File: src/design/ccsv_pkg.sv
// ----------------------------------------------------------------------------
// ccsv_pkg
// Types and constants shared by the controller CSV record parser modules.
// ----------------------------------------------------------------------------
package ccsv_pkg;

    // one input beat: a character or an end-of-line marker
    typedef struct packed {
        logic [7:0] ch;
        logic       end_line;
    } t_in_item;

    // one result beat, emitted per end of line
    typedef struct packed {
        logic               line_ok;
        logic [31:0]        sequence_res;
        logic signed [15:0] stick1_x;
        logic signed [15:0] stick1_y;
        logic signed [15:0] stick2_x;
        logic signed [15:0] stick2_y;
        logic [7:0]         buttons;
    } t_out_item;

    // field numbers within a line
    localparam logic [2:0] FldTag       = 3'd0;
    localparam logic [2:0] FldSeq       = 3'd1;
    localparam logic [2:0] FldAxisFirst = 3'd2;
    localparam logic [2:0] FldAxisLast  = 3'd5;
    localparam logic [2:0] FldButtons   = 3'd6;

    // progress through the tag "A1"
    localparam logic [1:0] TagNone = 2'd0;
    localparam logic [1:0] TagA    = 2'd1;
    localparam logic [1:0] TagDone = 2'd2;

    // characters of interest
    localparam logic [7:0] ChComma = 8'h2C;
    localparam logic [7:0] ChTagA  = 8'h41;
    localparam logic [7:0] ChTag1  = 8'h31;
    localparam logic [7:0] ChZero  = 8'h30;
    localparam logic [7:0] ChNine  = 8'h39;
    localparam logic [7:0] ChPlus  = 8'h2B;
    localparam logic [7:0] ChMinus = 8'h2D;
    localparam logic [7:0] ChSpace = 8'h20;
    localparam logic [7:0] ChTab   = 8'h09;
    localparam logic [7:0] ChCr    = 8'h0D;

    // magnitude saturates at 2^32, so 33 bits hold it
    localparam int unsigned MagWidth = 33;
    localparam logic [MagWidth-1:0] MagCap      = 33'h1_0000_0000;
    localparam logic [MagWidth-1:0] AxisLimit   = 33'd32767;
    localparam logic [MagWidth-1:0] ButtonLimit = 33'd255;

endpackage

File: src/design/ccsv_parse_core.sv
// ----------------------------------------------------------------------------
// ccsv_parse_core
// Per-line parse state: tag match, decimal accumulation, field checks and
// held field values. Updates once per taken beat and presents the result of
// an end-of-line beat combinationally.
// ----------------------------------------------------------------------------
module ccsv_parse_core (
    input  logic                i_clk,
    input  logic                i_rst_n,
    input  logic                i_take,
    input  ccsv_pkg::t_in_item  i_item,
    output logic                o_res_valid,
    output ccsv_pkg::t_out_item o_res
);

    logic [2:0]                       r_field,      n_field;
    logic [1:0]                       r_tag_pos,    n_tag_pos;
    logic [ccsv_pkg::MagWidth-1:0]    r_mag,        n_mag;
    logic                             r_minus,      n_minus;
    logic                             r_begun,      n_begun;
    logic                             r_digit_seen, n_digit_seen;
    logic                             r_line_bad,   n_line_bad;
    logic [31:0]                      r_seq,        n_seq;
    logic [15:0]                      r_axis [4];
    logic [15:0]                      n_axis [4];

    logic                             w_fin_bad;
    logic [15:0]                      w_axis_val;
    logic [2:0]                       w_axis_off;
    logic [1:0]                       w_axis_idx;
    logic [ccsv_pkg::MagWidth+3:0]    w_mag_x10;
    logic [7:0]                       w_ch;
    logic                             w_is_digit;
    logic                             w_is_space;
    logic                             w_ok;

    // character classes
    assign w_ch       = i_item.ch;
    assign w_is_digit = w_ch inside {[ccsv_pkg::ChZero:ccsv_pkg::ChNine]};
    assign w_is_space = w_ch inside {ccsv_pkg::ChSpace, [ccsv_pkg::ChTab:ccsv_pkg::ChCr]};

    // check of the field now open
    always_comb begin
        w_fin_bad = 1'b0;
        if (r_field == ccsv_pkg::FldTag) begin
            w_fin_bad = (r_tag_pos != ccsv_pkg::TagDone);
        end else if (!r_digit_seen) begin
            w_fin_bad = 1'b1;
        end else if (r_field == ccsv_pkg::FldSeq) begin
            w_fin_bad = r_minus || r_mag[ccsv_pkg::MagWidth-1];
        end else if (r_field <= ccsv_pkg::FldAxisLast) begin
            w_fin_bad = (r_mag > ccsv_pkg::AxisLimit);
        end else begin
            w_fin_bad = r_minus ? (r_mag != '0) : (r_mag > ccsv_pkg::ButtonLimit);
        end
    end

    assign w_axis_val = r_minus ? (16'd0 - r_mag[15:0]) : r_mag[15:0];
    assign w_axis_off = r_field - ccsv_pkg::FldAxisFirst;
    assign w_axis_idx = w_axis_off[1:0];

    // times ten plus the new digit
    assign w_mag_x10 = ({4'd0, r_mag} << 3) + ({4'd0, r_mag} << 1)
                     + {{(ccsv_pkg::MagWidth){1'b0}}, w_ch[3:0]};

    // result of an end-of-line beat
    assign w_ok        = !r_line_bad && (r_field == ccsv_pkg::FldButtons) && !w_fin_bad;
    assign o_res_valid = i_take && i_item.end_line;

    always_comb begin
        o_res.line_ok      = w_ok;
        o_res.sequence_res = w_ok ? r_seq : 32'd0;
        o_res.stick1_x     = w_ok ? r_axis[0] : 16'd0;
        o_res.stick1_y     = w_ok ? r_axis[1] : 16'd0;
        o_res.stick2_x     = w_ok ? r_axis[2] : 16'd0;
        o_res.stick2_y     = w_ok ? r_axis[3] : 16'd0;
        o_res.buttons      = w_ok ? r_mag[7:0] : 8'd0;
    end

    // next state for one beat
    always_comb begin
        n_field      = r_field;
        n_tag_pos    = r_tag_pos;
        n_mag        = r_mag;
        n_minus      = r_minus;
        n_begun      = r_begun;
        n_digit_seen = r_digit_seen;
        n_line_bad   = r_line_bad;
        n_seq        = r_seq;
        n_axis       = r_axis;
        if (i_take) begin
            if (i_item.end_line) begin
                // line done, start over
                n_field      = ccsv_pkg::FldTag;
                n_tag_pos    = ccsv_pkg::TagNone;
                n_mag        = '0;
                n_minus      = 1'b0;
                n_begun      = 1'b0;
                n_digit_seen = 1'b0;
                n_line_bad   = 1'b0;
            end else if (!r_line_bad) begin
                if (w_ch == ccsv_pkg::ChComma) begin
                    if (r_field >= ccsv_pkg::FldButtons) begin
                        n_line_bad = 1'b1;
                    end else begin
                        if (w_fin_bad) begin
                            n_line_bad = 1'b1;
                        end else if (r_field == ccsv_pkg::FldSeq) begin
                            n_seq = r_mag[31:0];
                        end else if (r_field != ccsv_pkg::FldTag) begin
                            n_axis[w_axis_idx] = w_axis_val;
                        end
                        n_field      = r_field + 3'd1;
                        n_mag        = '0;
                        n_minus      = 1'b0;
                        n_begun      = 1'b0;
                        n_digit_seen = 1'b0;
                    end
                end else if (r_field == ccsv_pkg::FldTag) begin
                    // tag must read exactly "A1"
                    if (r_tag_pos == ccsv_pkg::TagNone && w_ch == ccsv_pkg::ChTagA) begin
                        n_tag_pos = ccsv_pkg::TagA;
                    end else if (r_tag_pos == ccsv_pkg::TagA && w_ch == ccsv_pkg::ChTag1) begin
                        n_tag_pos = ccsv_pkg::TagDone;
                    end else begin
                        n_line_bad = 1'b1;
                    end
                end else if (w_is_digit) begin
                    if (w_mag_x10 > {4'd0, ccsv_pkg::MagCap}) begin
                        n_mag = ccsv_pkg::MagCap;
                    end else begin
                        n_mag = w_mag_x10[ccsv_pkg::MagWidth-1:0];
                    end
                    n_begun      = 1'b1;
                    n_digit_seen = 1'b1;
                end else if (!r_begun && w_is_space) begin
                    // leading whitespace skipped
                end else if (!r_begun && (w_ch == ccsv_pkg::ChPlus || w_ch == ccsv_pkg::ChMinus)) begin
                    n_begun = 1'b1;
                    n_minus = (w_ch == ccsv_pkg::ChMinus);
                    if (w_ch == ccsv_pkg::ChMinus && r_field == ccsv_pkg::FldSeq) begin
                        n_line_bad = 1'b1;
                    end
                end else begin
                    n_line_bad = 1'b1;
                end
            end
        end
    end

    // state registers
    always_ff @(posedge i_clk) begin
        if (!i_rst_n) begin
            r_field      <= ccsv_pkg::FldTag;
            r_tag_pos    <= ccsv_pkg::TagNone;
            r_mag        <= '0;
            r_minus      <= 1'b0;
            r_begun      <= 1'b0;
            r_digit_seen <= 1'b0;
            r_line_bad   <= 1'b0;
        end else begin
            r_field      <= n_field;
            r_tag_pos    <= n_tag_pos;
            r_mag        <= n_mag;
            r_minus      <= n_minus;
            r_begun      <= n_begun;
            r_digit_seen <= n_digit_seen;
            r_line_bad   <= n_line_bad;
        end
    end

    // held field values
    always_ff @(posedge i_clk) begin
        r_seq  <= n_seq;
        r_axis <= n_axis;
    end

endmodule

File: src/design/controller_csv_record_parser.sv
// ----------------------------------------------------------------------------
// controller_csv_record_parser
// Parses "A1,<seq>,<x1>,<y1>,<x2>,<y2>,<buttons>" lines one character a beat.
// ----------------------------------------------------------------------------
// Usage:
//   Input channel (i_in_valid / o_in_stall / i_in_item): one beat per
//   character, or one beat with end_line set to close the line. Characters
//   give no output; every end-of-line beat gives exactly one output beat.
//   Output channel (o_out_valid / i_out_stall / o_out_item): line_ok plus
//   the parsed fields; all fields read zero when line_ok is 0.
//   Throughput: one input beat per cycle, sustained while no end-of-line
//   beat is stalled. An accepted end-of-line beat goes through the input
//   register, then the result register, before it shows at the output.
//   Stalls: a character beat never waits on the output side. An
//   end-of-line beat waits in the input register while the result register
//   is full and stalled; o_in_stall is then raised.
//   Reset (i_rst_n low, synchronous): both registers empty and the parser
//   back at the start of a line.
// ----------------------------------------------------------------------------
module controller_csv_record_parser (
    input  logic                i_clk,
    input  logic                i_rst_n,
    input  logic                i_in_valid,
    output logic                o_in_stall,
    input  ccsv_pkg::t_in_item  i_in_item,
    output logic                o_out_valid,
    input  logic                i_out_stall,
    output ccsv_pkg::t_out_item o_out_item
);

    logic                r_in_valid;
    ccsv_pkg::t_in_item  r_in_item;
    logic                r_out_valid;
    ccsv_pkg::t_out_item r_out_item;

    logic                w_advance;
    logic                w_res_valid;
    ccsv_pkg::t_out_item w_res;

    // the held beat moves on unless it needs a result slot that is busy
    assign w_advance  = r_in_valid
                     && (!r_in_item.end_line || !r_out_valid || !i_out_stall);
    assign o_in_stall = r_in_valid && !w_advance;

    // input register
    always_ff @(posedge i_clk) begin
        if (!i_rst_n) begin
            r_in_valid <= 1'b0;
        end else if (!o_in_stall) begin
            r_in_valid <= i_in_valid;
        end
    end

    always_ff @(posedge i_clk) begin
        if (i_in_valid && !o_in_stall) begin
            r_in_item <= i_in_item;
        end
    end

    ccsv_parse_core u_core (
        .i_clk       (i_clk),
        .i_rst_n     (i_rst_n),
        .i_take      (w_advance),
        .i_item      (r_in_item),
        .o_res_valid (w_res_valid),
        .o_res       (w_res)
    );

    // result register
    always_ff @(posedge i_clk) begin
        if (!i_rst_n) begin
            r_out_valid <= 1'b0;
        end else if (w_res_valid) begin
            r_out_valid <= 1'b1;
        end else if (!i_out_stall) begin
            r_out_valid <= 1'b0;
        end
    end

    always_ff @(posedge i_clk) begin
        if (w_res_valid) begin
            r_out_item <= w_res;
        end
    end

    assign o_out_valid = r_out_valid;
    assign o_out_item  = r_out_item;

endmodule

File: config.mk
export PLATFORM = sky130hd
export DESIGN_NAME = controller_csv_record_parser
export DESIGN_NICKNAME = d
export VERILOG_FILES = /design/src/design/ccsv_pkg.sv /design/src/design/ccsv_parse_core.sv /design/src/design/controller_csv_record_parser.sv
export SDC_FILE = /design/constraint.sdc
export NUM_CORES = 1
export LEC_CHECK = 0
export ABC_AREA = 0
export CAP_MARGIN = 20
export CORE_MARGIN = 2
export CORE_UTILIZATION = 52
export CTS_CLUSTER_DIAMETER = 30
export DETAILED_ROUTE_END_ITERATION = 16
export DONT_BUFFER_PORTS = 1
export GPL_TIMING_DRIVEN = 0
export MAX_ROUTING_LAYER = met4
export PLACE_DENSITY = 0.67
export SLEW_MARGIN = 15
export SYNTH_ARGS = -nofsm -noshare
export SYNTH_HDL_FRONTEND = slang
export SYNTH_HIERARCHICAL = 1
export SYNTH_SLANG_ARGS = --single-unit
File: constraint.sdc
create_clock -name i_clk -period 7.55 [get_ports i_clk]
set_input_delay 0.3775 -clock i_clk [delete_from_list [all_inputs] [get_ports i_clk]]
set_output_delay 0.3775 -clock i_clk [all_outputs]
set_load 0.02 [all_outputs]
==> impl_results.rst, run 1 <==
.. list-table::
   :header-rows: 1

   * - Metric
     - Value
   * - Slew of the pin with the lowest slew margin
     - 0.895 ns
   * - Total clock buffers created by CTS
     - 41
   * - Source-to-sink clock delay at the later pin of the worst-skew pair
     - 0.51 ns
   * - Fin nets
     - 1,068
   * - Count of buffers inserted at the top-level ports
     - 0
   * - Clock tree from TritonCTS
     - built
   * - Share of the clock period used by the worst path after layout
     - 56.3%
   * - Power density of the placed cells
     - 253 mW/mm^2
   * - Critical path cell sequence
     - inv_1, fa_1, fa_1, nand2b_1, a21oi_1, o211ai_1, and4_1, or2_2, xor2_1, clkbuf_1, a32o_1
   * - Critical Path Sink Type
     - flop
   * - First-pass GRT wire length
     - 37,700 microns
   * - Starting Density
     - 52.6%
   * - Max-slew violation count
     - 0
   * - Post-synthesis cell type with the largest combined area
     - sky130_fd_sc_hd__edfxtp_1
   * - Die Footprint
     - 0.0240 sq mm
   * - Die X-Extent
     - 155 microns
   * - Maximum clock insertion buffer count
     - 3
   * - Max frequency
     - 0.235 GHz
   * - Run status
     - finished, final reports clean
   * - Maximum single-stage delay on the critical path
     - 0.62 ns
   * - Number of placement rows
     - 55
   * - Logic gate share of total power
     - 1.2%
   * - Peak VDD IR
     - 0.138 mV
   * - Buffers inserted during post-CTS setup optimization
     - 0
   * - Count of synthesis-stage warnings from yosys
     - 6
   * - Post-synthesis average cell area
     - 12.8 sq um
   * - Average wire length per cell after detail routing
     - 18.1 microns
   * - Largest family of logic cells by synthesized area
     - simple AND/OR/NAND/NOR gates
   * - Number of clock sinks seen by CTS
     - 254
   * - Layout cells sized above 1
     - 11.3%
   * - Largest cells by area after synthesis
     - sky130_fd_sc_hd__edfxtp_1, sky130_fd_sc_hd__ha_1, sky130_fd_sc_hd__dfxtp_1
   * - Placed wire-length estimate
     - 17,100 microns
   * - Switching share of power
     - 20.2%
   * - Critical Path Start Type
     - flop
   * - Vias in the first global route
     - 7,172
   * - Drt first-iter violations
     - 541
   * - CP Data Required Time
     - 7.99 ns
   * - Count of state elements after synthesis
     - 254
   * - Number of flops mapped to enable cells by yosys
     - 210
   * - Number of max-cap violations
     - 0
   * - Power dissipated by switching net loads
     - 0.707 mW
   * - Clk pin slew, worst setup/hold paths
     - 0.05 ns
   * - Internal power
     - 2.79 mW
   * - Main flop type after synthesis
     - sky130_fd_sc_hd__edfxtp_1
   * - Compound-Gate Fraction of Synth Area
     - 11.1%
   * - Setup TNS after final layout
     - 0 ns
   * - Number of hold violations in the final report
     - 0
   * - Synthesized-area fraction occupied by and/or/nand/nor cells
     - 14.4%
   * - Leakage
     - 5.20 nW
   * - Hold WC Path Type
     - in2reg
   * - Post-synthesis async set-or-reset flop share
     - 0%
   * - Most used cell along the critical path
     - sky130_fd_sc_hd__fa_1
   * - Post-synthesis instance area
     - 0.0118 sq mm
   * - Post-detailed-route via-to-cell ratio
     - 5.68
   * - Number of nets with antenna violations after detailed routing
     - 0
   * - Share of the yosys chip area belonging to registers
     - 60.7%
   * - Flop pwr share
     - 44.0%
   * - Routed via count
     - 7,379
   * - Number of nets in the synthesized netlist
     - 1,008
   * - Sum of overflow across all layers after global routing
     - 0
   * - Critical path peak fanout
     - 11
   * - Met1 wire length
     - 10,500 microns
   * - Final clock skew
     - 0.0136 ns
   * - Final weighted congestion of routability-driven global placement
     - 0.899
   * - Arrival time at the worst endpoint
     - 4.69 ns
   * - Minimum clock period
     - 4.25 ns
   * - PnR Total Power
     - 3.50 mW
   * - Number of antenna violations at the first check in global routing
     - 0
   * - Final wirelength
     - 23,500 microns
   * - First-pass DRT Iterations
     - 6
   * - Top-level port count
     - 120
   * - DRC
     - 0
   * - Synth-to-Final Area Change
     - 16.9%
   * - Routed wire length on met2
     - 11,300 microns
   * - Number of antenna repair diodes
     - 0
   * - Top sig layer
     - met4
   * - Core area
     - 0.0225 sq mm
   * - Met3 routed wirelength
     - 1230 microns
   * - Proportion of power drawn by the clock network
     - 54.7%
   * - Unrepaired setup endpoints after global routing
     - no
   * - Synth Instances
     - 922
   * - Distinct cell type count of the synthesized netlist
     - 75
   * - Share of the synthesized netlist area taken by xor and xnor gates
     - 3.40%
   * - Worst slew margin
     - 40.3%
   * - Clock root buffer
     - sky130_fd_sc_hd__clkbuf_16
   * - Overall track demand over capacity in global routing
     - 20.4%
   * - Synthesized-area fraction occupied by adder cells
     - 7.85%
   * - Largest net degree at the start of global routing
     - 62
   * - Level count of the clock H-tree
     - 2
   * - Worst setup path class
     - reg2reg
   * - Critical Path Slowest Stage Cell
     - sky130_fd_sc_hd__dfxtp_1
   * - Yosys top cell area share
     - 53.3%
   * - Proportion of synthesized area in mux cells
     - 0.0952%
   * - Fillers
     - 1,726
   * - Die extent in y
     - 155 microns
   * - Setup violations, final
     - 0
worst max-delay path: cells and delay by family (launching register included):
family,cells,cell delay (ns)
xor+xnor,1,0.32
buf+inv,2,0.71
compound gates,3,0.73
flops,1,0.62
simple gates,3,0.75
fa+ha+maj,2,1.03
registers in the layout (all words and copies together) (netlist names):
| register | cells |
|---|---|
| u_core/r_axis | 64 |
| u_core/r_line_bad | 1 |
| o_out_valid | 1 |
| r_in_valid | 1 |
| u_core/r_tag_pos | 2 |
| o_out_item | 105 |
| r_in_item | 9 |
| u_core/r_minus | 1 |
| u_core/r_digit_seen | 1 |
| u_core/r_field | 3 |
| u_core/r_mag | 33 |
| u_core/r_begun | 1 |
| u_core/r_seq | 32 |
power by group through the flow:
stage          clock network (mW)  logic, mW  registers (mW)
2_1_floorplan                   0     0.0274            1.57
3_3_place_gp                    0     0.0361            1.57
3_5_place_dp                    0     0.0382            1.57
4_1_cts                      1.95     0.0433            1.54
5_1_grt                      2.00     0.0478            1.54
6_report                     1.92     0.0430            1.54
final cells by class:
cell class,instances,area [sq um],share of cell area (%)
sequential,254,7190,51.9
multi-input combinational,604,4380,31.7
clock buffer,46,1040,7.55
clock inverter,28,390,2.82
tap,285,357,2.58
timing repair buffer,17,194,1.40
buffer,40,193,1.39
inverter,24,90.1,0.651
worst paths after layout:
check,start,end,slack (ns),cells after the start
min,i_rst_n,u_core/r_digit_seen$_SDFFE_PN0P_,0.02,2
max reg2reg,u_core/r_mag[0]$_SDFFE_PN0P_,u_core/r_mag[22]$_SDFFE_PN0P_,3.30,11
max,u_core/r_mag[0]$_SDFFE_PN0P_,u_core/r_mag[22]$_SDFFE_PN0P_,3.30,11
min reg2reg,u_core/r_digit_seen$_SDFFE_PN0P_,u_core/r_digit_seen$_SDFFE_PN0P_,0.45,2
cells in the mapped netlist, types with 4 or more instances:
library cell	n
sky130_fd_sc_hd__clkbuf_2	4
sky130_fd_sc_hd__clkbuf_1	22
sky130_fd_sc_hd__or3_1	4
sky130_fd_sc_hd__and2_1	107
sky130_fd_sc_hd__a21o_1	14
sky130_fd_sc_hd__o21a_1	6
sky130_fd_sc_hd__ha_1	71
sky130_fd_sc_hd__and3_1	4
sky130_fd_sc_hd__buf_2	9
sky130_fd_sc_hd__nand2b_1	8
sky130_fd_sc_hd__or4_1	4
sky130_fd_sc_hd__nor4_1	12
sky130_fd_sc_hd__nor3_1	14
sky130_fd_sc_hd__a32o_1	29
sky130_fd_sc_hd__a21oi_1	46
sky130_fd_sc_hd__a31oi_1	7
sky130_fd_sc_hd__edfxtp_1	210
sky130_fd_sc_hd__xnor2_1	32
sky130_fd_sc_hd__inv_1	24
sky130_fd_sc_hd__a211oi_1	5
sky130_fd_sc_hd__nand4_1	10
sky130_fd_sc_hd__nand3_1	13
sky130_fd_sc_hd__o31ai_1	7
sky130_fd_sc_hd__xor2_1	14
sky130_fd_sc_hd__nor2b_1	13
sky130_fd_sc_hd__and4_1	4
sky130_fd_sc_hd__nand2_1	51
sky130_fd_sc_hd__dfxtp_1	44
sky130_fd_sc_hd__nor2_1	40
sky130_fd_sc_hd__o21ai_0	30
per-layer routing:
layer,up-vias,track usage [%]
met1,3509,25.9
met5,-,-
li1,3604,-
met3,45,4.68
met4,0,6.48
met2,221,33.0
per-stage QoR:
step	util (%)	hold WS, ns	std cells	area [sq um]	setup WS, ns
3_3_place_gp	54.2	0.438	1207	12200	1.39
2_1_floorplan	-	0.423	922	11800	3.17
4_1_cts	61.5	0.00460	1298	13800	3.28
5_1_grt	61.5	0.0172	1298	13800	3.06
3_5_place_dp	54.6	0.437	1213	12300	3.31
6_report	61.5	0.0230	1298	13800	3.30
cell usage in the layout, fill, tap and decap left out, types with 4 or more instances in the layout:
master                          instances
sky130_fd_sc_hd__clkbuf_1              27
sky130_fd_sc_hd__o31ai_1                7
sky130_fd_sc_hd__inv_8                  4
sky130_fd_sc_hd__bufinv_16              7
sky130_fd_sc_hd__nor4_1                12
sky130_fd_sc_hd__clkbuf_16             41
sky130_fd_sc_hd__dlygate4sd3_1         11
sky130_fd_sc_hd__clkbuf_2               4
sky130_fd_sc_hd__inv_1                 24
sky130_fd_sc_hd__a21oi_1               46
sky130_fd_sc_hd__ha_1                  71
sky130_fd_sc_hd__o21ai_0               30
sky130_fd_sc_hd__nand2b_1               8
sky130_fd_sc_hd__or4_1                  4
sky130_fd_sc_hd__buf_2                  9
sky130_fd_sc_hd__and3_1                 4
sky130_fd_sc_hd__nand4_1               10
sky130_fd_sc_hd__a31oi_1                7
sky130_fd_sc_hd__nor2_2                 4
sky130_fd_sc_hd__nand3_1               13
sky130_fd_sc_hd__nand2_1               51
sky130_fd_sc_hd__xnor2_1               32
sky130_fd_sc_hd__clkinvlp_4             4
sky130_fd_sc_hd__a32o_1                29
sky130_fd_sc_hd__nor2b_1               13
sky130_fd_sc_hd__o21a_1                 6
sky130_fd_sc_hd__or3_1                  4
sky130_fd_sc_hd__inv_6                  9
sky130_fd_sc_hd__xor2_1                14
sky130_fd_sc_hd__and4_1                 4
sky130_fd_sc_hd__and2_1               106
sky130_fd_sc_hd__dfxtp_1               44
sky130_fd_sc_hd__nor3_1                13
sky130_fd_sc_hd__a21o_1                14
sky130_fd_sc_hd__nor2_1                36
sky130_fd_sc_hd__buf_6                  4
sky130_fd_sc_hd__edfxtp_1             210
sky130_fd_sc_hd__a211oi_1               5
kinds of logic after synthesis:
| kind of cell | count (synthesis) |
|---|---|
| AO/OA/AOI/OAI | 184 |
| multiplexers | 1 |
| AND/OR/NAND/NOR | 300 |
| buffers and inverters | 64 |
| XOR/XNOR | 46 |
| adder cells (fa/ha/maj) | 73 |
| flip-flops | 254 |
what timing repair did:
action,4_1_cts,5_1_grt
endpoints found under the hold margin,14,0
hold buffers,11,0
resized for setup,0,0
(Power assumes the default switching activity.)
==> run 2: changes to the inputs <==
==> constraint.sdc (replaced) <==
create_clock -name i_clk -period 4.31 [get_ports i_clk]
set_input_delay 0.2155 -clock i_clk [delete_from_list [all_inputs] [get_ports i_clk]]
set_output_delay 0.2155 -clock i_clk [all_outputs]
set_load 0.02 [all_outputs]
==> run 2 against run 1 <==
Net effect:
- critical path depth grew 1
- sequential power grew 75%
- global-route usage down 0.12 points
- clock skew increased by 0.0069 ns
- hold slack gained 0.0074 ns
- register-to-register slack lost 3.0 ns
- via count decreased by 0.38%
- sequential share of layout area up 0.15 points
- die area is the same
- first-iteration DRC count down 13%
- highest routed layer unchanged
==> impl_results.rst, run 2 (same netlist as run 1, synthesis figures left out) <==
.. list-table::
   :header-rows: 1

   * - Metric
     - Value
   * - Clk pin slew, worst setup/hold paths
     - 0.05 ns
   * - Critical Path Start Type
     - flop
   * - Die Footprint
     - 0.0240 sq mm
   * - Core area
     - 0.0225 sq mm
   * - Drt first-iter violations
     - 470
   * - Count of buffers inserted at the top-level ports
     - 0
   * - CP Data Required Time
     - 4.76 ns
   * - Peak VDD IR
     - 0.319 mV
   * - Placed wire-length estimate
     - 16,800 microns
   * - Layout cells sized above 1
     - 11.3%
   * - Unrepaired setup endpoints after global routing
     - no
   * - Fin nets
     - 1,067
   * - Number of nets with antenna violations after detailed routing
     - 0
   * - Power density of the placed cells
     - 433 mW/mm^2
   * - Fillers
     - 1,719
   * - Max-slew violation count
     - 0
   * - Capturing point of the worst reg2reg path
     - u_core/r_mag[3]$_SDFFE_PN0P_
   * - Run status
     - finished, final reports clean
   * - First-pass GRT wire length
     - 37,300 microns
   * - Vias in the first global route
     - 7,036
   * - Die X-Extent
     - 155 microns
   * - Arrival time at the worst endpoint
     - 4.45 ns
   * - Worst-case hold path end point
     - u_core/r_mag[32]$_SDFFE_PN0P_
   * - Area of combinational cells with multiple inputs
     - 0.00439 sq mm
   * - Starting Density
     - 52.6%
   * - Routed via count
     - 7,351
   * - Number of hold violations in the final report
     - 0
   * - Number of antenna violations at the first check in global routing
     - 0
   * - Final clock skew
     - 0.0205 ns
   * - Final weighted congestion of routability-driven global placement
     - 0.902
   * - Flop-to-flop setup slack
     - 0.31 ns
   * - Average wire length per cell after detail routing
     - 18.1 microns
   * - Sum of overflow across all layers after global routing
     - 0
   * - Clock tree from TritonCTS
     - built
   * - Top-level port count
     - 120
   * - Leakage
     - 5.20 nW
   * - Number of clock sinks seen by CTS
     - 254
   * - Slew of the pin with the lowest slew margin
     - 0.946 ns
   * - Final wirelength
     - 23,500 microns
   * - Most frequent cells in the layout
     - sky130_fd_sc_hd__edfxtp_1, sky130_fd_sc_hd__and2_1, sky130_fd_sc_hd__ha_1
   * - Most common cell after layout, fill and taps aside
     - sky130_fd_sc_hd__edfxtp_1
   * - First-pass DRT Iterations
     - 5
   * - Max frequency
     - 0.250 GHz
   * - DRC
     - 0
   * - Final cell utilization of the core
     - 61.3%
   * - Cell Area, Placed
     - 0.0123 sq mm
   * - Critical path peak fanout
     - 10
   * - Minimum clock period
     - 4.00 ns
   * - Register-to-Register Path Depth
     - 12
   * - Max reg flops
     - 105
   * - Post-detailed-route via-to-cell ratio
     - 5.66
   * - Number of antenna repair diodes
     - 0
   * - Largest net degree at the start of global routing
     - 59
   * - Maximum clock insertion buffer count
     - 3
   * - Depth of the worst hold-timing path
     - 2
   * - Die extent in y
     - 155 microns
   * - Worst slew margin
     - 36.9%
   * - Critical Path Sink Type
     - flop
   * - Startpoint of the lowest-slack register-to-register path
     - u_core/r_mag[2]$_SDFFE_PN0P_
   * - Synth-to-Final Area Change
     - 16.6%
   * - Overall track demand over capacity in global routing
     - 20.3%
   * - Number of placement rows
     - 55
   * - Clock root buffer
     - sky130_fd_sc_hd__clkbuf_16
   * - Setup violations, final
     - 0
   * - Source-to-sink clock delay at the later pin of the worst-skew pair
     - 0.52 ns
   * - Hold Crit Start
     - i_rst_n
   * - Level count of the clock H-tree
     - 2
   * - Hold WC Path Type
     - in2reg
   * - Total area of sequential cells
     - 0.00719 sq mm
   * - Number of max-cap violations
     - 0
   * - Final cell area excluding filler cells
     - 0.0138 sq mm
   * - Worst setup path class
     - reg2reg
   * - Total clock buffers created by CTS
     - 42
   * - Share of the clock period used by the worst path after layout
     - 92.7%
[run 2: cell types whose count changed in the layout (fill, tap and decap cells not counted), sizes merged]
cell	change
clkbuf	+1
bufinv	-3
clkinv	+15
buf	-3
inv	-10
dlygate4sd3	+1
[run 2: repair_timing]
| item | 4_1_cts | 5_1_grt |
|---|---|---|
| endpoints found under the setup margin | 0 | 30 |
| resized for setup | 0 | 7 |
| hold endpoints to repair | 20 | 0 |
| buffers inserted | 0 | 0 |
| hold buffers | 12 | 0 |
[run 2: how the worst max path moves through the flow]
stage	startpoint	endpoint	slack, ns	cells after the start
CTS	u_core/r_mag[0]$_SDFFE_PN0P_	u_core/r_mag[18]$_SDFFE_PN0P_	0.03	11
detailed placement	u_core/r_mag[0]$_SDFFE_PN0P_	u_core/r_mag[18]$_SDFFE_PN0P_	0.07	11
floorplan	r_in_item[0]$_DFFE_PP_	u_core/r_field[0]$_SDFFE_PN0P_	0.55	4
finish	u_core/r_mag[2]$_SDFFE_PN0P_	u_core/r_mag[3]$_SDFFE_PN0P_	0.31	12
global placement	r_in_item[0]$_DFFE_PP_	u_core/r_field[0]$_SDFFE_PN0P_	-0.48	4
global route	u_core/r_mag[2]$_SDFFE_PN0P_	u_core/r_mag[5]$_SDFFE_PN0P_	0.09	12
[run 2: layout make-up]
cell class,instances,share of cell area [%]
inverters,24,0.653
plain buffers,40,1.42
flip-flops and latches,254,52.1
well taps,285,2.58
clock inverters,30,2.26
repair buffers,15,1.29
multi-input cells,604,31.8
clock buffers,47,7.91
[run 2: stage by stage]
stage               setup WS [ns]  hold slack, ns  TNS, ns  cells  power (mW)
finish                      0.313          0.0304        0   1299        5.98
global route               0.0931          0.0307        0   1299        6.16
CTS                        0.0318          0.0196        0   1299        6.04
detailed placement         0.0669           0.314        0   1210        2.82
global placement           -0.481           0.314   -59.94   1207        2.82
floorplan                   0.550           0.314        0    922        2.80
[run 2: where the power goes]
part | switching (mW) | total (mW) | leakage (nW) | internal, mW
clock | 1.12 | 3.20 | 0.678 | 2.08
combinational | 0.0501 | 0.0767 | 2.38 | 0.0266
sequential | 0.0396 | 2.70 | 2.14 | 2.66
total | 1.21 | 5.98 | 5.20 | 4.77
[run 2: critical path: stages (launching register included)]
cell,delay (ns)
sky130_fd_sc_hd__dfxtp_1,0.51
sky130_fd_sc_hd__inv_1,0.15
sky130_fd_sc_hd__fa_1,0.51
sky130_fd_sc_hd__fa_1,0.47
sky130_fd_sc_hd__nand2b_1,0.19
sky130_fd_sc_hd__a21oi_1,0.33
sky130_fd_sc_hd__o211ai_1,0.16
sky130_fd_sc_hd__and4_1,0.25
sky130_fd_sc_hd__or3_1,0.37
sky130_fd_sc_hd__a31oi_1,0.17
sky130_fd_sc_hd__nor4b_4,0.41
sky130_fd_sc_hd__buf_6,0.23
sky130_fd_sc_hd__a32o_2,0.17
[run 2: layer usage]
metal	up-vias	track usage (%)	part of all wire, %
met3	51	4.68	5.5
li1	3607	-	-
met5	-	-	0
met4	0	7.45	2.8
met2	220	32.7	47
met1	3473	25.3	45
==> run 3: changes to the inputs <==
--- a/config.mk
+++ b/config.mk
@@ -15,6 +15,7 @@
 export GPL_TIMING_DRIVEN = 0
 export MAX_ROUTING_LAYER = met4
 export PLACE_DENSITY = 0.67
+export REMOVE_ABC_BUFFERS = 1
 export SLEW_MARGIN = 15
 export SYNTH_ARGS = -nofsm -noshare
 export SYNTH_HDL_FRONTEND = slang
==> run 3 against run 2 <==
Net effect:
- sequential share of layout area fell by 0.57 points
- hold slack got worse by 0.013 ns
- die area did not move
- register-to-register slack improved by 0.08 ns
- first-iteration DRC count fell by 18%
- wire length fell by 5.4%
- sequential power barely moved
- critical path depth did not move
- non-clock buffer count fell by 25
- flip-flop and latch count did not move
- combinational power fell by 7.4%
- largest cell class unchanged
- largest power group unchanged
==> impl_results.rst, run 3 (same netlist as run 1, synthesis figures left out) <==
.. list-table::
   :header-rows: 1

   * - Metric
     - Value
   * - Most common cell after layout, fill and taps aside
     - sky130_fd_sc_hd__edfxtp_1
   * - Routed via count
     - 7,206
   * - Arrival time at the worst endpoint
     - 4.37 ns
   * - Count of buffers inserted at the top-level ports
     - 0
   * - Critical path peak fanout
     - 15
   * - Worst setup path startpoint
     - r_in_item[4]$_DFFE_PP_
   * - Number of clock sinks seen by CTS
     - 254
   * - First-pass GRT wire length
     - 36,300 microns
   * - Clk pin slew, worst setup/hold paths
     - 0.04 ns
   * - Placed Cells incl. Taps
     - 1,185
   * - Die X-Extent
     - 155 microns
   * - CP Data Required Time
     - 4.76 ns
   * - Number of antenna violations at the first check in global routing
     - 0
   * - Setup violations, final
     - 0
   * - Largest net degree at the start of global routing
     - 44
   * - Max frequency
     - 0.255 GHz
   * - Layout cells sized above 1
     - 12.3%
   * - Power dissipated by switching net loads
     - 1.32 mW
   * - Max-slew violation count
     - 0
   * - Synth-to-Final Area Change
     - 17.9%
   * - Maximum clock insertion buffer count
     - 3
   * - Met2 usage
     - 31.3%
   * - Top-level port count
     - 120
   * - Cell Area, Placed
     - 0.0122 sq mm
   * - Post-Layout Cell Count
     - 1,283
   * - Power density of the placed cells
     - 456 mW/mm^2
   * - Overall track demand over capacity in global routing
     - 19.5%
   * - Proportion of power drawn by the clock network
     - 56.3%
   * - Number of hold violations in the final report
     - 0
   * - Flop pwr share
     - 42.6%
   * - Die extent in y
     - 155 microns
   * - Flop-to-flop setup slack
     - 0.40 ns
   * - Level count of the clock H-tree
     - 2
   * - Maximum single-stage delay on the critical path
     - 0.48 ns
   * - Final clock skew
     - 0.0286 ns
   * - Final wirelength
     - 22,200 microns
   * - Capturing point of the worst reg2reg path
     - u_core/r_mag[29]$_SDFFE_PN0P_
   * - Total clock buffers created by CTS
     - 46
   * - Highest-utilization routing layer at the global route stage
     - met2
   * - Max reg flops
     - 105
   * - Sum of overflow across all layers after global routing
     - 0
   * - Placed wire-length estimate
     - 15,800 microns
   * - Dominant delay contributor by cell family on the critical path
     - simple AND/OR/NAND/NOR gates
   * - Worst slew margin
     - 49.5%
   * - Final cell utilization of the core
     - 62.0%
   * - Critical path cell sequence
     - inv_1, fa_1, fa_1, nand2b_1, a21oi_1, o211ai_1, and4_1, or3_1, a31oi_1, nor4b_4, buf_6, a32o_1
   * - Number of nets with antenna violations after detailed routing
     - 0
   * - Register-to-Register Path Depth
     - 12
   * - Critical Path Sink Type
     - flop
   * - Average wire length per cell after detail routing
     - 17.3 microns
   * - Buf/Inv on CP
     - 2
   * - Source-to-sink clock delay at the later pin of the worst-skew pair
     - 0.54 ns
   * - Met1 GRT Util
     - 24.5%
   * - Final cell area excluding filler cells
     - 0.0140 sq mm
   * - Slew of the pin with the lowest slew margin
     - 0.756 ns
   * - Share of the clock period used by the worst path after layout
     - 90.8%
   * - Routing usage on met3
     - 4.87%
   * - Number of placement rows
     - 55
   * - Die Footprint
     - 0.0240 sq mm
   * - Most used cell along the critical path
     - sky130_fd_sc_hd__fa_1
   * - Vias in the first global route
     - 7,085
   * - Starting Density
     - 52.6%
   * - Final weighted congestion of routability-driven global placement
     - 0.882
   * - Logic depth of the worst path, buffers included
     - 12
   * - Fin nets
     - 1,046
   * - Worst setup path class
     - reg2reg
   * - Clock tree from TritonCTS
     - built
   * - Core area
     - 0.0225 sq mm
   * - Critical Path Start Type
     - flop
   * - DRC
     - 0
   * - Drt first-iter violations
     - 385
   * - Run status
     - finished, final reports clean
   * - Peak VDD IR
     - 0.278 mV
   * - Logic gate share of total power
     - 1.1%
   * - Number of max-cap violations
     - 0
   * - Leakage
     - 5.23 nW
   * - Internal power
     - 5.03 mW
   * - Post-detailed-route via-to-cell ratio
     - 5.62
   * - Most frequent cells in the layout
     - sky130_fd_sc_hd__edfxtp_1, sky130_fd_sc_hd__and2_1, sky130_fd_sc_hd__ha_1
   * - Startpoint of the lowest-slack register-to-register path
     - r_in_item[4]$_DFFE_PP_
   * - Switching share of power
     - 20.8%
   * - Fillers
     - 1,709
   * - Number of antenna repair diodes
     - 0
   * - Setup crit end
     - u_core/r_mag[29]$_SDFFE_PN0P_
   * - Critical Path Slowest Stage Cell
     - sky130_fd_sc_hd__fa_1
   * - Unrepaired setup endpoints after global routing
     - no
   * - Minimum clock period
     - 3.91 ns
   * - Hold WC Path Type
     - in2reg
   * - Clock root buffer
     - sky130_fd_sc_hd__clkbuf_16
   * - First-pass DRT Iterations
     - 5
## run 3: cell types whose count changed in the layout (fill, tap and decap cells not counted), sizes merged
cell | before | now
inv | 27 | 33
clkinvlp | 4 | 8
bufinv | 4 | 5
clkinv | 19 | 12
clkbuf | 73 | 52
buf | 17 | 18
## run 3: cell type report
class | instances | area [sq um] | share of cell area (%)
Inverter | 24 | 90.1 | 0.646
Clock inverter | 34 | 384 | 2.75
Timing Repair Buffer | 30 | 322 | 2.30
Tap cell | 285 | 357 | 2.56
Clock buffer | 52 | 1200 | 8.64
Multi-Input combinational cell | 604 | 4410 | 31.6
Sequential cell | 254 | 7190 | 51.5
## run 3: power by group through the flow
stage | clock (mW) | sequential [mW] | combinational, mW
finish | 3.58 | 2.71 | 0.0710
global route | 3.75 | 2.71 | 0.0794
CTS | 3.63 | 2.71 | 0.0715
detailed placement | 0 | 2.75 | 0.0617
global placement | 0 | 2.76 | 0.0572
floorplan | 0 | 2.75 | 0.0435
## run 3: worst min path at each step
stage | from | to | slack (ns) | cells past startpoint
2_1_floorplan | i_in_item[0] | r_in_item[0]$_DFFE_PP_ | 0.31 | 0
3_3_place_gp | i_in_item[8] | r_in_item[8]$_DFFE_PP_ | 0.31 | 0
3_5_place_dp | i_in_item[8] | r_in_item[8]$_DFFE_PP_ | 0.31 | 0
4_1_cts | i_rst_n | u_core/r_mag[32]$_SDFFE_PN0P_ | 0.01 | 2
5_1_grt | i_rst_n | u_core/r_mag[32]$_SDFFE_PN0P_ | 0.05 | 2
6_report | i_rst_n | u_core/r_mag[32]$_SDFFE_PN0P_ | 0.02 | 2
## run 3: per-stage QoR
| stage | worst slack (ns) | setup TNS [ns] | hold slack [ns] | power (mW) |
|---|---|---|---|---|
| finish | 0.395 | 0 | 0.0174 | 6.36 |
| global route | 0.109 | 0 | 0.0470 | 6.54 |
| floorplan | -1.43 | -115.53 | 0.314 | 2.79 |
| global placement | -5.36 | -670.56 | 0.314 | 2.82 |
| CTS | 0.230 | 0 | 0.00990 | 6.41 |
| detailed placement | 0.270 | 0 | 0.314 | 2.82 |
## run 3: metal layers
metal  vias to the layer above  routed length, microns
met5                         -                       0
met4                         0                     482
met3                        35                    1300
met2                       184                   10600
met1                      3420                    9870
li1                       3567                       -
## run 3: repair_timing
item / CTS / global route
endpoints found under the setup margin: 0 / 29
gates resized for setup: 0 / 1
hold buffers: 12 / 0
setup buffers: 0 / 0
endpoints found under the hold margin: 20 / 0
